<file path="config.mk">
export PLATFORM = sky130hd
export DESIGN_NAME = trial_division_prime_counter
export DESIGN_NICKNAME = d
export VERILOG_FILES = /design/src/tdpc_pkg.sv /design/src/trial_division_prime_counter.sv
export SDC_FILE = /design/constraint.sdc
export NUM_CORES = 1
export LEC_CHECK = 0
export BUFFER_PORTS_ARGS = -buffer_cell sky130_fd_sc_hd__buf_2
export CAP_MARGIN = 0
export CORE_MARGIN = 4
export CORE_UTILIZATION = 40
export CTS_CLUSTER_DIAMETER = 200
export DETAILED_ROUTE_END_ITERATION = 12
export PLACE_DENSITY = 0.68
export SLEW_MARGIN = 15
export SYNTH_ARGS = -nofsm -noshare
export SYNTH_HDL_FRONTEND = slang
export SYNTH_SLANG_ARGS = --single-unit
</file>
<file path="constraint.sdc">
create_clock -name clk_i -period 5.8 [get_ports clk_i]
set_clock_uncertainty 0.1 [all_clocks]
set_input_delay 0.29 -clock clk_i [delete_from_list [all_inputs] [get_ports clk_i]]
set_output_delay 0.29 -clock clk_i [all_outputs]
set_load 0.02 [all_outputs]
</file>
<file path="src/tdpc_pkg.sv">
// Package for the trial division prime counter: transaction payload types,
// fixed field widths, microcode step types and the microcode program table.
// Has no dependencies; the top level imports it.
package tdpc_pkg;

  localparam int VALUE_BITS  = 32;
  localparam int COUNT_BITS  = 16;
  localparam int DIV_BITS    = VALUE_BITS / 2 + 1;
  localparam int SQ_BITS     = VALUE_BITS + 1;
  localparam int BITCNT_BITS = $clog2(VALUE_BITS);
  localparam int UPC_BITS    = 3;

  typedef struct packed {
    logic signed [VALUE_BITS-1:0] value;
    logic                         last_item;
  } in_t;

  typedef struct packed {
    logic signed [VALUE_BITS-1:0] value_out;
    logic                         prime_flag;
    logic [COUNT_BITS-1:0]        prime_count;
    logic                         last_out;
  } out_t;

  typedef logic [UPC_BITS-1:0] upc_t;

  typedef enum logic [2:0] {
    C_ALWAYS,
    C_NEVER,
    C_NO_INPUT,
    C_BELOW_TWO,
    C_SQ_ABOVE,
    C_BITS_LEFT,
    C_DIVIDES,
    C_OUT_BUSY
  } cond_e;

  typedef enum logic [2:0] {
    A_NONE,
    A_LOAD,
    A_INIT,
    A_START_DIV,
    A_DIV_STEP,
    A_NEXT_DIV,
    A_SET_PRIME,
    A_EMIT
  } act_e;

  typedef struct packed {
    cond_e cond;
    act_e  act;
    upc_t  target;
  } ctrl_t;

  localparam upc_t U_WAIT  = 3'd0;
  localparam upc_t U_CHECK = 3'd1;
  localparam upc_t U_LOOP  = 3'd2;
  localparam upc_t U_DIV   = 3'd3;
  localparam upc_t U_TEST  = 3'd4;
  localparam upc_t U_BACK  = 3'd5;
  localparam upc_t U_PRIME = 3'd6;
  localparam upc_t U_DONE  = 3'd7;

  // A taken condition jumps to the target; otherwise the step counter advances,
  // and the step after the final one is the wait step again.
  function automatic ctrl_t ucode_rom(input upc_t upc);
    ctrl_t w;
    case (upc)
      U_WAIT:  w = '{cond: C_NO_INPUT,  act: A_LOAD,      target: U_WAIT};
      U_CHECK: w = '{cond: C_BELOW_TWO, act: A_INIT,      target: U_DONE};
      U_LOOP:  w = '{cond: C_SQ_ABOVE,  act: A_START_DIV, target: U_PRIME};
      U_DIV:   w = '{cond: C_BITS_LEFT, act: A_DIV_STEP,  target: U_DIV};
      U_TEST:  w = '{cond: C_DIVIDES,   act: A_NEXT_DIV,  target: U_DONE};
      U_BACK:  w = '{cond: C_ALWAYS,    act: A_NONE,      target: U_LOOP};
      U_PRIME: w = '{cond: C_NEVER,     act: A_SET_PRIME, target: U_WAIT};
      U_DONE:  w = '{cond: C_OUT_BUSY,  act: A_EMIT,      target: U_DONE};
      default: w = '{cond: C_ALWAYS,    act: A_NONE,      target: U_WAIT};
    endcase
    return w;
  endfunction

endpackage

</file>
<file path="src/trial_division_prime_counter.sv">
// Trial division prime counter driven by a microcode table from tdpc_pkg.
// Values below two are reported as not prime without any division. Otherwise each
// trial divisor from two upward runs a bit-serial remainder plus three sequencing
// steps, until one divides (composite) or its square exceeds the value (prime).
// One transaction is processed at a time; a finished result waits in the output
// register while the next input is taken.
// Reset clears control and the count.
module trial_division_prime_counter (
  input  logic            clk_i,
  input  logic            rst_ni,
  input  logic            in_valid_i,
  output logic            in_stall_o,
  input  tdpc_pkg::in_t   in_data_i,
  output logic            out_valid_o,
  input  logic            out_stall_i,
  output tdpc_pkg::out_t  out_data_o
);
  import tdpc_pkg::*;

  upc_t                   upc_q, upc_d;
  ctrl_t                  ctrl;
  logic                   take;
  logic                   out_valid_q;
  logic                   out_busy;
  logic                   emit;
  out_t                   out_data_q;
  logic [COUNT_BITS-1:0]  count_q, count_next;
  logic [VALUE_BITS-1:0]  v_q, sh_q;
  logic                   last_q;
  logic                   prime_q;
  logic [DIV_BITS-1:0]    d_q, rem_q, rem_next;
  logic [SQ_BITS-1:0]     sq_q;
  logic [BITCNT_BITS-1:0] bitcnt_q;
  logic [DIV_BITS:0]      rem_shift;
  logic                   rem_ge;

  assign out_busy   = out_valid_q && out_stall_i;
  assign emit       = (ctrl.act == A_EMIT) && !out_busy;
  assign count_next = (prime_q && (count_q != '1)) ? count_q + 1'b1 : count_q;
  assign rem_shift  = {rem_q, sh_q[VALUE_BITS-1]};
  assign rem_ge     = rem_shift >= {1'b0, d_q};
  assign rem_next   = rem_ge ? DIV_BITS'(rem_shift - {1'b0, d_q})
                             : rem_shift[DIV_BITS-1:0];

  always_comb begin
    ctrl = ucode_rom(upc_q);
    case (ctrl.cond)
      C_ALWAYS:    take = 1'b1;
      C_NEVER:     take = 1'b0;
      C_NO_INPUT:  take = !in_valid_i;
      C_BELOW_TWO: take = v_q[VALUE_BITS-1] || (v_q < VALUE_BITS'(2));
      C_SQ_ABOVE:  take = sq_q > {1'b0, v_q};
      C_BITS_LEFT: take = bitcnt_q != '0;
      C_DIVIDES:   take = rem_q == '0;
      C_OUT_BUSY:  take = out_busy;
      default:     take = 1'b0;
    endcase
    upc_d      = take ? ctrl.target : upc_q + 1'b1;
    in_stall_o = upc_q != U_WAIT;
  end

  always_ff @(posedge clk_i or negedge rst_ni) begin
    if (!rst_ni) begin
      upc_q       <= U_WAIT;
      out_valid_q <= 1'b0;
      count_q     <= '0;
    end else begin
      upc_q <= upc_d;
      if (emit) begin
        out_valid_q <= 1'b1;
        count_q     <= last_q ? '0 : count_next;
      end else if (!out_stall_i) begin
        out_valid_q <= 1'b0;
      end
    end
  end

  always_ff @(posedge clk_i) begin
    case (ctrl.act)
      A_LOAD: begin
        if (in_valid_i) begin
          v_q    <= in_data_i.value;
          last_q <= in_data_i.last_item;
        end
      end
      A_INIT: begin
        d_q     <= DIV_BITS'(2);
        sq_q    <= SQ_BITS'(4);
        prime_q <= 1'b0;
      end
      A_START_DIV: begin
        rem_q    <= '0;
        sh_q     <= v_q;
        bitcnt_q <= BITCNT_BITS'(VALUE_BITS - 1);
      end
      A_DIV_STEP: begin
        rem_q    <= rem_next;
        sh_q     <= sh_q << 1;
        bitcnt_q <= bitcnt_q - 1'b1;
      end
      A_NEXT_DIV: begin
        d_q  <= d_q + 1'b1;
        sq_q <= sq_q + SQ_BITS'({d_q, 1'b1});
      end
      A_SET_PRIME: begin
        prime_q <= 1'b1;
      end
      A_EMIT: begin
        if (!out_busy) begin
          out_data_q.value_out   <= v_q;
          out_data_q.prime_flag  <= prime_q;
          out_data_q.prime_count <= count_next;
          out_data_q.last_out    <= last_q;
        end
      end
      default: begin
      end
    endcase
  end

  assign out_valid_o = out_valid_q;
  assign out_data_o  = out_data_q;

  // A prime result is always a positive value of at least two.
  assert property (@(posedge clk_i) disable iff (!rst_ni)
    out_valid_o && out_data_o.prime_flag |->
      !out_data_o.value_out[VALUE_BITS-1] && (out_data_o.value_out > 1))
    else $error("prime flag on a value below two");

  // A prime result always carries a nonzero count.
  assert property (@(posedge clk_i) disable iff (!rst_ni)
    out_valid_o && out_data_o.prime_flag |-> out_data_o.prime_count != '0)
    else $error("prime reported with zero count");

  // The partial remainder stays below the divisor, which is at least two.
  assert property (@(posedge clk_i) disable iff (!rst_ni)
    (upc_q == U_DIV) || (upc_q == U_TEST) |-> (rem_q < d_q) && (d_q >= DIV_BITS'(2)))
    else $error("remainder out of range");

  // A new result is loaded only when the previous one has been taken.
  assert property (@(posedge clk_i) disable iff (!rst_ni)
    out_valid_o && out_stall_i |=> out_valid_o && $stable(out_data_o))
    else $error("pending result overwritten");

endmodule

</file>
# Yosys cells after proc, flatten, opt, wreduce, memory -nomap -nowiden
# Memories as Yosys holds them, arrays and structs flattened.
# Cells that the tools add are included.
dict set report totals {
  ramBits 0
  reg_bits 208
  input_bits 37
  romBits 72
  memories 1
  wordCells 70
  latch_bits 0
  out_inout_bits 52
}
dict set report classes {
  eq_ne 16
  magnitude_cmp 3
  n_reduce_logical 15
  div_mod_pow 0
  bitwise_logic 1
  mux 13
  add_sub_neg 6
  n_shift 0
  mul 0
}
# name depth word_bits rd rd_ports_with_merged_regs write_ports line
set memory_table {}
lappend memory_table {{(no name shown)} 8 9 1 0 0 tdpc_pkg.sv:68} ;# case (upc)
# operator n
set op_table {}
lappend op_table {{$pmux 17 s2} 2}
lappend op_table {{$pmux 33 s2} 1}
lappend op_table {{$pmux 32 s2} 1}
lappend op_table {{$add 33x18->33} 1}
lappend op_table {{$gt 33x32->1} 1}
lappend op_table {{$lt 32x2->1 const B} 1}
lappend op_table {{$mux 16} 2}
lappend op_table {{$eq 3x3->1 const B} 8}
lappend op_table {{$ge 18x17->1} 1}
lappend op_table {{$add 17x1->17 const B} 1}
lappend op_table {{$logic_not 17->1} 1}
lappend op_table {{$mux 17} 1}
lappend op_table {{$sub 17x17->17} 1}
lappend op_table {{$add 16x1->16 const B} 1}
lappend op_table {{$ne 16x16->1 const B} 1}
lappend op_table {{$eq 3x2->1 const B} 4}
lappend op_table {{$pmux 5 s2} 1}
lappend op_table {{$pmux 1 s8} 1}
lappend op_table {{$eq 3x1->1 const B} 2}
lappend op_table {{$reduce_bool 2->1} 3}
lappend op_table {{$reduce_bool 5->1} 1}
lappend op_table {{$sub 5x1->5 const B} 1}
lappend op_table {{$reduce_and 2->1} 2}
lappend op_table {{$add 3x1->3 const B} 1}
lappend op_table {{other kinds (10)} 14}

# Longest topological paths before layout
dict set report depth {
  word_depth 4
  ltp_mapped 12
  ltp_nobuf 11
}

# Worst setup path before layout
# Ideal clock, no wire load.
dict set report synth_path {
  path_kind {reg2reg}
  startpoint {register upc_q[1]}
  endpoint {register bitcnt_q[0] (enable)}
  slack_ps 1190
  path_buffers 2
  stages_incl_launch_ff 8
  t_arrival_ps 4033
  setup_ps 477
  synth_period_minus_slack_ps 4610
  required_ps 5223
  cell_sequence {dfrtp_1 -> clkbuf_1 -> inv_1 -> ha_1 -> clkbuf_1 -> nor2_1 -> mux2i_1 -> o21bai_1}
}
dict set report synth_between {
  elab_chain_cells 3
  word_cells_on_any_way 4
  cone_classes {2 x eq/ne; 1 x reduce/logical; 1 x memory}
}
# element line
set synth_rtl {}
lappend synth_rtl {{start, declared} trial_division_prime_counter.sv:20} ;# upc_t upc_q, upc_d;
lappend synth_rtl {{start signal, assigned} trial_division_prime_counter.sv:68} ;# upc_q <= upc_d;
lappend synth_rtl {{$mem_v2 8x9 (*)} n/a}
lappend synth_rtl {{$eq 3x3->1 or $eq 3x2->1 (tied branches)} trial_division_prime_counter.sv:79} ;# case (ctrl.act)
lappend synth_rtl {{$reduce_bool 2->1 (no source line) (*)} n/a}
lappend synth_rtl {{end signal, assigned} trial_division_prime_counter.sv:94} ;# bitcnt_q <= BITCNT_BITS'(VALUE_BITS - 1);
lappend synth_rtl {{end signal, assigned} trial_division_prime_counter.sv:99} ;# bitcnt_q <= bitcnt_q - 1'b1;
lappend synth_rtl {{end, declared} trial_division_prime_counter.sv:33} ;# logic [BITCNT_BITS-1:0] bitcnt_q;
# Every way passes the cells marked *; elsewhere a longest branch is shown, timed or not.
# A chain may end at the register's enable or synchronous reset.

# Worst setup path in the final report
dict set report layout_path {
  startpoint {register upc_q[1]}
  endpoint {register out_data_q (netlist bit out_data_o[29]) (enable)}
}
dict set report layout_between {
  elab_chain_cells 3
}
# element line
set layout_rtl {}
lappend layout_rtl {{$mem_v2 8x9} n/a}
lappend layout_rtl {{$eq 3x3->1} trial_division_prime_counter.sv:79}
lappend layout_rtl {{$reduce_and 2->1 (no source line)} n/a}
lappend layout_rtl {{end, declared} trial_division_prime_counter.sv:26} ;# out_t out_data_q;
# No other way between the ends.

==> flow_summary.toml <==
[clocking]
clock_sinks = 208
post_cts_buffers = 0
root_buffer = "clkbuf_16"
cts-buffers-inserted = 23
holdBufCountCts = 35
clk_latency_ns = 0.51
path_clk_slew_ns = 0.06
h-tree-depth = 1
cts_tree = "built"
clockBufferDepth = 3
ctsResizeCount = 0

[pwr]
p_int_mw = 4.33
p_seq_share_pct = 37.8
clkPwrFrac_pct = 19.4
powerDensity_mw_per_mm2 = 555
switchingPower_mw = 2.93
ir_drop_mv = 0.293
p_sw_share_pct = 40.4
p_comb_share_pct = 42.8
power.leakage_nw = 5.16

[grt]
grt_pass1_wl_um = 39800
antenna_found_initial = 0
grt.total_usage_pct = 15.6
grt_pass1_vias = 7725
grt_max_degree = 72
grt_overflow = 0

[layout]
post-route-util_pct = 48.2
nNetsFinal = 1257
areaGrowthSynthToFinish_pct = 17.4
nFillCells = 2463
diodes = 0
fin_cells = 1534
layout-drive-gt1-share_pct = 13.5

[sta]
hold_ws_ns = 0.173
timing.setup.tns_ns = 0
setup_viol = 0
fmax_mhz = 283
slew_headroom_pct = 29.7
fin_crit_sh_pct = 61.0
worst_pin_slew_ns = 1.05
hold_violations = 0
slew_viol_final = 0
min_period_ns = 3.54
rsz0062_at_grt = "no"

[floorplanning]
initial_core_util_pct = 41.0
ios = 89
die_w_um = 175
num_rows = 60
fp.dieArea_mm2 = 0.0306
die_h_um = 175
core_mm2 = 0.0272

[yosys]
synth_top_family_by_area = "simple AND/OR/NAND/NOR gates"
synth_flop_cell = "edfxtp_1"
synth_edf_count = 188
async_reset_ff_share_pct = 9.62
yosysTopAreaCellShare_pct = 50.6
synth_area_mm2 = 0.0112
synth_top_area_cell = "edfxtp_1"
synth_cell_types = 64
ys_ff_latch = 208
synth_area_leaders = "edfxtp_1 (51%), ha_1 (8.2%), dfrtp_1 (4.5%), nand2_1 (3.9%), o21ai_0 (3.4%)"
syn_inst = 1019
syn_area_per_cell_um2 = 10.9
ys_seq_area_share_pct = 55.1
synth_compound_area_share_pct = 12.9
yosys.area_share.simple_pct = 14.6
synth_xor_area_share_pct = 4.48
synthAdderAreaFrac_pct = 8.55
syn-num-nets = 1131
synth_mux_area_share_pct = 0.909
yosys_warnings = 0

[setup_path]
path_class = "reg -> reg"
crit_chain = "inv_1, ha_1, nor2b_1, nand3_1, inv_2, buf_4"
cp.arrival_ns = 3.58
endpoint_kind = "flop"
start_kind = "flop"
cpPeakStageDelay_ns = 0.66
crit_required_ns = 5.84
worstPathMaxFanout = 37
cpMaxStageDelayCell = "dfrtp_1"

[drt]
route.detailed.drc = 0
num_vias = 7998
drtAntennaViolNets = 0
drtPass1Iterations = 5
wl_per_cell_um = 15.8
wl_um = 24200
viasPerCell = 5.21
drt_iter0_markers = 616

[placed_design]
dpl.hpwl_um = 17000
dp.cells = 1457
io_buffers = 88
place_congestion = 0.875

[status]
outcome = "finished clean"

[run]
maxCapViolCount = 0

[hold_path]
hold_class = "in -> async"
per-stage QoR:
| step | power, mW | instance area (um2) | setup WS [ns] |
|---|---|---|---|
| 3_5_place_dp | 5.84 | 12000 | 2.26 |
| 4_1_cts | 7.30 | 13100 | 2.23 |
| 5_1_grt | 7.80 | 13100 | 2.00 |
| 3_3_place_gp | 5.76 | 12000 | 2.39 |
| 6_report | 7.26 | 13100 | 2.26 |
| 2_1_floorplan | 5.04 | 11200 | 1.19 |
placed cells by master, fill, tap and decap left out, drive strengths merged, types with 14 or more instances in the layout:
cell / instances
nand2: 117
buf: 94
nand4: 16
o31ai: 14
dlygate4sd3: 35
o21ai: 79
nand3: 32
and3: 19
xnor2: 34
ha: 73
nor3: 23
a21o: 15
dfrtp: 20
clkbuf: 28
xor2: 23
a21oi: 61
edfxtp: 188
inv: 70
nor2: 89
flip-flops by register name (all words and copies together) (netlist names):
signal,cells
out_data_o,50
sq_q,33
sh_q,32
v_q,32
d_q,17
rem_q,17
count_q,16
bitcnt_q,5
upc_q,3
last_q,1
out_valid_o,1
prime_q,1
synth_stat cells, types with 21 or more instances:
cell,count
a21oi_1,59
inv_1,69
edfxtp_1,188
nor2_1,89
nor3_1,22
nand3_1,32
xor2_1,23
o21ai_0,76
xnor2_1,34
nand2_1,117
clkbuf_1,21
ha_1,73
power groups by stage:
stage                     Sequential [mW]  Combinational (mW)  Clock (mW)
after floorplan                      2.78                2.26           0
after global placement               2.76                2.99           0
after detailed placement             2.76                3.07           0
after CTS                            2.74                3.11        1.44
after global routing                 2.80                3.50        1.50
final                                2.74                3.11        1.41
final timing paths:
| check | end | depth (start not counted) | slack [ns] | from |
|---|---|---|---|---|
| worst max-delay path | out_data_o[29] | 6 | 2.26 | upc_q[1] |
| worst min-delay path | count_q[9] | 2 | 0.17 | rst_ni |
| worst max register to register | out_data_o[29] | 6 | 2.26 | upc_q[1] |
| worst min register to register | out_data_o[17] | 0 | 0.35 | prime_q |
| max in group asynchronous | count_q[3] | 2 | 5.09 | rst_ni |
| min in group clk_i | out_data_o[17] | 0 | 0.35 | prime_q |
critical path, delay by kind of cell (launching register included):
family,cells,cell delay (ns)
buf+inv,3,1.14
simple gates,2,0.80
flops,1,0.66
fa+ha+maj,1,0.43
cell families (layout without fill, tap and decap cells):
family / Yosys count / in the layout
buffers and inverters: 97 / 240
adder cells (fa/ha/maj): 75 / 75
AO/OA/AOI/OAI: 224 / 224
AND/OR/NAND/NOR: 348 / 348
flip-flops: 208 / 208
multiplexers: 10 / 10
XOR/XNOR: 57 / 57
cell type report:
class	count	area (um2)	area share, %
Clock inverter	14	131	1.00
Sequential cell	208	6150	47.0
Multi-Input combinational cell	714	4660	35.6
Inverter	69	259	1.98
Tap cell	372	465	3.56
Clock buffer	28	594	4.54
Timing Repair Buffer	129	836	6.39
per-layer routing:
metal	global-route usage (%)	share of wire (%)	vias up	routed length (um)
li1	-	-	3973	-
met1	22.2	48	3794	11600
met2	25.2	45	190	11000
met3	2.06	4.4	41	1080
met4	4.12	2.4	0	574
met5	0	0	-	0
Note: power is estimated with default switching activity, not from simulation.
